<file path="src/rtl/core/smd_pkg.sv">
// smd_pkg: types, codes and constants for the swath min decimator
// no dependencies
`timescale 1ns / 1ps
package smd_pkg;

    localparam logic [1:0] CMD_ADD    = 2'd0;
    localparam logic [1:0] CMD_SAVE   = 2'd1;
    localparam logic [1:0] CMD_RESET  = 2'd2;
    localparam logic [1:0] CMD_UNUSED = 2'd3;

    localparam logic [2:0] KIND_EMIT    = 3'd0;
    localparam logic [2:0] KIND_NONE    = 3'd1;
    localparam logic [2:0] KIND_DUP     = 3'd2;
    localparam logic [2:0] KIND_SIDE    = 3'd3;
    localparam logic [2:0] KIND_PENDING = 3'd4;
    localparam logic [2:0] KIND_LRESET  = 3'd5;

    localparam logic [0:0] CFG_INTERVAL = 1'd0;
    localparam logic [0:0] CFG_SIDE     = 1'd1;

    localparam logic [1:0] SIDE_PORT    = 2'd0;
    localparam logic [1:0] SIDE_STBD    = 2'd1;
    localparam logic [1:0] SIDE_UNKNOWN = 2'd2;

    localparam logic [31:0] INTERVAL_RESET = 32'd2560;
    localparam logic [1:0]  SIDE_RESET     = SIDE_UNKNOWN;

    localparam int HALF_TURN  = 11520;
    localparam int FULL_TURN  = 23040;
    localparam int TURN_LIMIT = 1280;

    localparam int ROOT_BITS = 34;
    localparam int SQ_BITS   = 66;
    localparam int TRAV_BITS = 40;

    typedef struct packed {
        logic [1:0]         command;
        logic [19:0]        width_stbd;
        logic [19:0]        width_port;
        logic signed [31:0] pos_x;
        logic signed [31:0] pos_y;
        logic [14:0]        course;
        logic [19:0]        sounding;
    } in_beat_t;

    typedef struct packed {
        logic [2:0]         kind;
        logic               final_item;
        logic signed [31:0] out_x;
        logic signed [31:0] out_y;
        logic [14:0]        out_course;
        logic [19:0]        out_width_stbd;
        logic [19:0]        out_width_port;
        logic [19:0]        out_sounding;
    } out_beat_t;

    typedef struct packed {
        logic signed [31:0] x;
        logic signed [31:0] y;
        logic [14:0]        course;
        logic [19:0]        ws;
        logic [19:0]        wp;
        logic [19:0]        depth;
    } rec_t;

    // controller to datapath
    typedef struct packed {
        logic load;      // capture input beat
        logic sq_x;      // take |dx| and |dy|
        logic sq_y;      // square both and sum
        logic root_init;
        logic root_step;
        logic decide;    // evaluate beat and update state
        logic out_take;  // first result consumed, second moves up
    } dp_cmd_t;

    // datapath to controller
    typedef struct packed {
        logic is_add;
        logic is_nop;
        logic root_done;
        logic two_results;
    } dp_stat_t;

endpackage

</file>
<file path="src/rtl/core/smd_ctrl.sv">
// smd_ctrl: sequencer for one beat at a time
// depends on smd_pkg
`timescale 1ns / 1ps
module smd_ctrl
    import smd_pkg::*;
(
    input  logic     clk,
    input  logic     rst_n,
    input  logic     in_valid,
    output logic     in_ready,
    output logic     out_valid,
    input  logic     out_ready,
    input  dp_stat_t stat,
    output dp_cmd_t  cmd
);

    typedef enum logic [6:0] {
        ST_IDLE   = 7'b0000001,
        ST_SQX    = 7'b0000010,
        ST_SQY    = 7'b0000100,
        ST_ROOT   = 7'b0001000,
        ST_DECIDE = 7'b0010000,
        ST_OUT1   = 7'b0100000,
        ST_OUT2   = 7'b1000000
    } state_t;

    state_t state_reg, state_next;
    logic   two_reg, two_next;

    assign in_ready  = (state_reg == ST_IDLE);
    assign out_valid = (state_reg == ST_OUT1) || (state_reg == ST_OUT2);

    always_comb
    begin
        state_next = state_reg;
        two_next   = two_reg;
        cmd        = '0;
        unique case (state_reg)
            ST_IDLE:
            begin
                if (in_valid)
                begin
                    cmd.load   = 1'b1;
                    state_next = ST_SQX;
                end
            end
            ST_SQX:
            begin
                if (stat.is_nop)
                    state_next = ST_IDLE;
                else if (stat.is_add)
                begin
                    cmd.sq_x   = 1'b1;
                    state_next = ST_SQY;
                end
                else
                    state_next = ST_DECIDE;
            end
            ST_SQY:
            begin
                cmd.sq_y      = 1'b1;
                cmd.root_init = 1'b1;
                state_next    = ST_ROOT;
            end
            ST_ROOT:
            begin
                cmd.root_step = 1'b1;
                if (stat.root_done)
                    state_next = ST_DECIDE;
            end
            ST_DECIDE:
            begin
                cmd.decide = 1'b1;
                two_next   = stat.two_results;
                state_next = ST_OUT1;
            end
            ST_OUT1:
            begin
                if (out_ready)
                begin
                    cmd.out_take = two_reg;
                    state_next   = two_reg ? ST_OUT2 : ST_IDLE;
                end
            end
            ST_OUT2:
            begin
                if (out_ready)
                    state_next = ST_IDLE;
            end
            default: state_next = ST_IDLE;
        endcase
    end

    always_ff @(posedge clk or negedge rst_n)
    begin
        if (!rst_n)
        begin
            state_reg <= ST_IDLE;
            two_reg   <= 1'b0;
        end
        else
        begin
            state_reg <= state_next;
            two_reg   <= two_next;
        end
    end

endmodule

</file>
<file path="config.mk">
export PLATFORM = sky130hd
export DESIGN_NAME = smd_ctrl
export DESIGN_NICKNAME = d
export VERILOG_FILES = /design/src/rtl/core/smd_pkg.sv /design/src/rtl/core/smd_ctrl.sv
export SDC_FILE = /design/constraint.sdc
export NUM_CORES = 1
export LEC_CHECK = 0
export ABC_AREA = 0
export BUFFER_PORTS_ARGS = -buffer_cell sky130_fd_sc_hd__buf_2
export CAP_MARGIN = 20
export CORE_MARGIN = 5
export CORE_UTILIZATION = 40
export DETAILED_ROUTE_END_ITERATION = 10
export RECOVER_POWER = 50
export SYNTH_ARGS = -nofsm -noshare
export SYNTH_HDL_FRONTEND = slang
export SYNTH_SLANG_ARGS = --single-unit
</file>
<file path="constraint.sdc">
create_clock -name clk -period 3.8 [get_ports clk]
set_clock_uncertainty 0.15 [all_clocks]
set_input_delay 0.19 -clock clk [delete_from_list [all_inputs] [get_ports clk]]
set_output_delay 0.19 -clock clk [all_outputs]
set_load 0.005 [all_outputs]
</file>
==> flow_summary.toml, run 1 <==
[drt]
drt_iter0_drc = 11
vias = 518
routed_via_density = 5.40
dr.pass1.iters = 4
wl_per_cell_um = 12.6
post-route-drc-count = 0
wirelength_mm = 1.21
ant_nets = 0

[synthesis]
synth_top_family_by_area = "simple AND/OR/NAND/NOR gates"
yosysWarnings = 0
synth_cell_types = 32
synth-simple-area-share_pct = 37.0
synth_mux_area_share_pct = 3.84
synth_fa_ha_area_share_pct = 0
synth-compound-area-share_pct = 12.9
synthXorXnorAreaFrac_pct = 3.16
syn_nets = 71
ys_seq_elements = 8
syn-cell-area_sq_um = 554
ys_seq_area_share_pct = 36.3
synth.avg_cell_area_sq_um = 8.80
syn_inst = 63

[setup_path]
ff2ff_setup_slack_ps = 1820
cp-startpoint = "state_reg[4]$_DFFE_PN0P_"
r2r_cells = 4
crit_fanout = 10
crit_end = "cmd[0]"
crit_path_start_kind = "flip-flop"
crit_family = "simple AND/OR/NAND/NOR gates"
path_class = "reg2out"
path_cells = "or4b_4, or4_4, nor2_1, buf_2"
critical_path_buf_inv_count = 1
slowest_delay_ps = 570
crit_cells = 4
end_kind = "primary output"
worstReg2RegEnd = "state_reg[0]$_DFFE_PN1P_"
crit_slowest_cell = "or4b_4"
arrival_ps = 1980
worstReg2RegStart = "state_reg[4]$_DFFE_PN0P_"
required_ps = 3460

[global_route]
antenna_found_initial = 0
grt_max_degree = 11
track_usage_pct = 12.7
grt_pass1_wl_mm = 1.90
grt_pass1_vias = 446
grt-ovfl-total = 0

[floorplanning]
coreArea_sq_um = 1300
dieWidth_um = 47.2
die_area_sq_um = 2230
die_height_um = 47.2
row_count = 13
start_util_pct = 42.6
boundaryPins = 17

[timing]
fmax_mhz = 432
timing.setup.tns_ps = 0
period_needed_ps = 2320
maxSlewViolCount = 0
hold_violations = 0
finalCritPeriodShare_pct = 61.0
tightest_slew_ps = 435
setup_violations = 0
rsz0062_at_grt = "no"
finalWorstSetupSlack_ps = 1480
relSlewSlack_pct = 71.0

[placement]
dp_slack_ps = 1760
gp_congestion = 0.775
dpl.hpwl_um = 938
numPortBuffers = 16
dp.cells = 91

[layout]
final_cell_mix = "buf_2 (15), nor2_1 (9), dfrtp_1 (7)"
final_common_cell = "buf_2"
nets = 90
layout-drive-gt1-share_pct = 29.6
finalNonFillerCells = 96
layout-area-overhead-vs-synth_pct = 19.4
nFillCells = 130
utilization_pct = 50.9
diodes = 0
largest_reg_flops = 7

[clock_network]
clk_latency_ps = 260
cts_made_buffers = 3
tritoncts = "yes"
cts.sinks = 8
cts_setup_buffers = 0
clockRootBuffer = "clkbuf_4"
clk_pin_slew_worst_paths_ps = 60
h-tree-depth = 1
post_cts_resized = 0
clockBufferDepth = 2

[worst_hold_path]
hold_class = "in2reg"

[power_and_ir_drop]
cellLeakagePower_nw = 0.312
power.density_nw_per_um2 = 514
peakVddDrop_v = 0.000274

[flow_run]
drv_cap = 0

[outcome]
status = "complete, no violations"
## worst reg2reg max path, delay by kind of cell (launching register included)
family,cells,cell delay [ps]
simple gates,2,1030
mux,1,90
compound gates,1,160
flops,1,480
## worst min-delay path by stage
stage | start | to | slack (ps) | depth (start not counted)
after CTS | stat[0] | two_reg$_DFFE_PN0N_ | 4 | 2
after floorplan | rst_n | state_reg[1]$_DFFE_PN0P_ | -260 | 0
after global routing | stat[0] | two_reg$_DFFE_PN0N_ | 10 | 2
after detailed placement | rst_n | two_reg$_DFFE_PN0N_ | -110 | 1
final | stat[0] | two_reg$_DFFE_PN0N_ | 9 | 2
after global placement | rst_n | two_reg$_DFFE_PN0N_ | -110 | 1
## layer usage
layer	track usage, %	part of all wire, %	vias to the layer above
met5	0	0	-
met4	9.94	2.8	0
met3	3.45	5.3	5
met2	16.6	44	14
met1	17.3	48	239
li1	-	-	260
## stage by stage
stage	total power (W)	instance area, sq um	hold slack, ps
detailed placement	0.000271	627	-107
global placement	0.000272	627	-106
CTS	0.000345	663	3.78
global route	0.000372	662	10.5
finish	0.000340	662	8.78
floorplan	0.000233	554	-256
## cell usage after synthesis (all sizes together)
cell type,n,area share [%]
and2,2,2.3
buf,3,4.7
nor3b,3,4.1
xnor2,1,1.6
or3,1,1.4
nor2b,2,2.3
nand2,4,2.7
a21oi,2,1.8
dfrtp,7,32
o22ai,1,1.1
o32ai,1,1.6
nor3,3,2.7
mux2i,1,1.8
a31oi,1,2.3
o21a,1,1.4
nand2b,3,3.4
or4b,2,4.3
nand3,1,0.90
and3,1,1.1
nor2,9,6.1
o211ai,1,1.4
o21ai,2,1.8
inv,3,2.0
or4,3,4.7
dfstp,1,4.7
xor2,1,1.6
o2111ai,1,1.6
mux2,1,2.0
nor4,1,1.1
## area by class of cell
cell class	instances	area (sq um)	share of cell area, %
clock buffer	4	26.3	3.97
tap	15	18.8	2.84
sequential	8	201	30.4
timing repair buffer	17	88.8	13.4
inverter	3	11.3	1.70
multi-input combinational	49	315	47.6
## power breakdown
| group | total, W | internal [W] | leakage, nW | switching [W] |
|---|---|---|---|---|
| Clock | 0.0000710 | 0.0000403 | 0.0150 | 0.0000307 |
| Combinational | 0.000133 | 0.0000695 | 0.191 | 0.0000637 |
| Sequential | 0.000136 | 0.000107 | 0.107 | 0.0000290 |
| Total | 0.000340 | 0.000217 | 0.312 | 0.000123 |
## kinds of logic (layout without fill, tap and decap cells)
group	Yosys count	after routing
AOI/OAI and AO/OA	10	10
xor gates and xnor gates	2	2
buffers and inverters	6	24
DFF	8	8
muxes	2	2
and+or+nand+nor	35	35
## timing repair
| action | CTS | global route |
|---|---|---|
| hold buffers | 1 | 0 |
| hold endpoints to repair | 8 | 0 |
| endpoints found under the setup margin | 0 | 0 |
(Power assumes the default switching activity.)
==> run 2, diff against run 1 <==
==> constraint.sdc (replaced) <==
create_clock -name clk -period 2.3 [get_ports clk]
set_clock_uncertainty 0.15 [all_clocks]
set_input_delay 0.115 -clock clk [delete_from_list [all_inputs] [get_ports clk]]
set_output_delay 0.115 -clock clk [all_outputs]
set_load 0.005 [all_outputs]
==> run 2 against run 1 <==
Die area is the same. Cell area increased by 6.2%. Sequential power rose by 66%. Largest power group is now combinational logic. Highest routed layer unchanged.
==> flow_summary.toml, run 2 (synthesis gave the netlist of run 1 again) <==
[outcome]
status = "complete, no violations"

[flow_run]
drv_cap = 0

[layout]
layout-drive-gt1-share_pct = 29.4
largest_reg_flops = 7
nFillCells = 131
final_common_cell = "buf_2"
layout-area-overhead-vs-synth_pct = 26.9
nets = 94
final_cell_mix = "buf_2 (15), nor2_1 (9), dfrtp_1 (6)"
diodes = 0

[worst_hold_path]
holdCritStartpoint = "stat[2]"
hold_end = "state_reg[2]$_DFFE_PN0P_"
holdPathStages = 4
hold_class = "in2reg"

[timing]
relSlewSlack_pct = 67.9
whs_ps = 26.3
setup_violations = 0
timing.setup.tns_ps = 0
period_needed_ps = 2220
rsz0062_at_grt = "no"
maxSlewViolCount = 0
fmax_mhz = 450
tightest_slew_ps = 481
hold_violations = 0
finalCritPeriodShare_pct = 96.6

[setup_path]
required_ps = 2040
arrival_ps = 1960
ff2ff_setup_slack_ps = 330
worstReg2RegEnd = "state_reg[0]$_DFFE_PN1P_"
path_class = "reg2out"
end_kind = "primary output"
crit_slowest_cell = "or4b_4"
r2r_cells = 4
crit_fanout = 10
crit_path_start_kind = "flip-flop"
slowest_delay_ps = 560
worstReg2RegStart = "state_reg[4]$_DFFE_PN0P_"
path_cells = "or4b_4, or4_4, nor2_1, buf_2"

[drt]
drt_iter0_drc = 9
ant_nets = 0
wirelength_mm = 1.28
wl_per_cell_um = 12.8
vias = 533
dr.pass1.iters = 4
routed_via_density = 5.33
post-route-drc-count = 0

[floorplanning]
die_height_um = 47.2
die_area_sq_um = 2230
start_util_pct = 42.6
row_count = 13
boundaryPins = 17
dieWidth_um = 47.2
coreArea_sq_um = 1300

[power_and_ir_drop]
peakVddDrop_v = 0.000442
netSwitchingFraction_pct = 37.2
p_comb_share_pct = 39.9
cellLeakagePower_nw = 0.327
power.internal_w = 0.000363
switchingPower_w = 0.000215
power_frac_clock_pct = 21.1
pwr-share-seq_pct = 39.0
power.density_nw_per_um2 = 822

[global_route]
grt_pass1_wl_mm = 2.17
grt_pass1_vias = 477
grt_max_degree = 11
grt-ovfl-total = 0
track_usage_pct = 14.7
antenna_found_initial = 0

[clock_network]
clk_pin_slew_worst_paths_ps = 60
clockRootBuffer = "clkbuf_4"
tritoncts = "yes"
cts_made_buffers = 3
h-tree-depth = 1
clk_latency_ps = 260
clockBufferDepth = 2
cts.sinks = 8

[placement]
gp_congestion = 0.759
dpl.hpwl_um = 956
numPortBuffers = 16
-- run 2: changes by cell type in the layout (fill, tap and decap cells not counted), sizes merged --
cell	change
dlygate4sd3	+4
-- run 2: per-stage QoR --
| step | utilization (%) | total power [W] | std cells | setup slack [ps] | instance area [sq um] |
|---|---|---|---|---|---|
| after floorplan | - | 0.000385 | 63 | 395 | 554 |
| after global placement | 48.2 | 0.000448 | 91 | 319 | 627 |
| after detailed placement | 48.2 | 0.000451 | 91 | 321 | 627 |
| after CTS | 54.0 | 0.000579 | 100 | 43.8 | 703 |
| after global routing | 54.0 | 0.000629 | 100 | 10.8 | 703 |
| final | 54.0 | 0.000578 | 100 | 78.2 | 703 |
-- run 2: what timing repair did --
item	in CTS	in global routing
setup buffers	0	0
hold endpoints to repair	12	0
setup endpoints to repair	0	1
hold buffers	5	0
gates resized for setup	0	1
-- run 2: final cells by class --
cell class	count	area [sq um]	share of cell area, %
clock buffer	4	26.3	3.74
inverter	3	11.3	1.60
multi-input combinational	49	315	44.8
sequential	8	203	28.8
tap	15	18.8	2.67
timing repair buffer	21	129	18.3
-- run 2: power groups by stage --
| stage | combinational, W | sequential (W) | clock (W) |
|---|---|---|---|
| 3_3_place_gp | 0.000223 | 0.000226 | 0 |
| 6_report | 0.000231 | 0.000226 | 0.000122 |
| 3_5_place_dp | 0.000225 | 0.000226 | 0 |
| 2_1_floorplan | 0.000178 | 0.000207 | 0 |
| 5_1_grt | 0.000261 | 0.000234 | 0.000134 |
| 4_1_cts | 0.000232 | 0.000224 | 0.000123 |
-- run 2: critical path, delay by kind of cell, from the launching register on --
family | cells | cell delay (ps)
flops | 1 | 470
simple gates | 3 | 1120
buf+inv | 1 | 110
-- run 2: worst max path at each step --
stage	to	cells after the start	slack, ps	startpoint
floorplan	two_reg$_DFFE_PN0N_	5	390	state_reg[2]$_DFFE_PN0P_
global placement	state_reg[0]$_DFFE_PN1P_	4	320	state_reg[4]$_DFFE_PN0P_
detailed placement	state_reg[0]$_DFFE_PN1P_	4	320	state_reg[4]$_DFFE_PN0P_
CTS	cmd[0]	4	40	state_reg[4]$_DFFE_PN0P_
global route	cmd[0]	4	10	state_reg[4]$_DFFE_PN0P_
finish	cmd[0]	4	80	state_reg[4]$_DFFE_PN0P_
-- run 2: layer usage --
metal | global-route usage, % | wire length [um] | vias to the layer above
met2 | 23.5 | 604 | 12
met3 | 2.68 | 64 | 5
met4 | 9.94 | 38 | 0
met5 | 0 | 0 | -
met1 | 17.6 | 573 | 248
li1 | - | - | 268
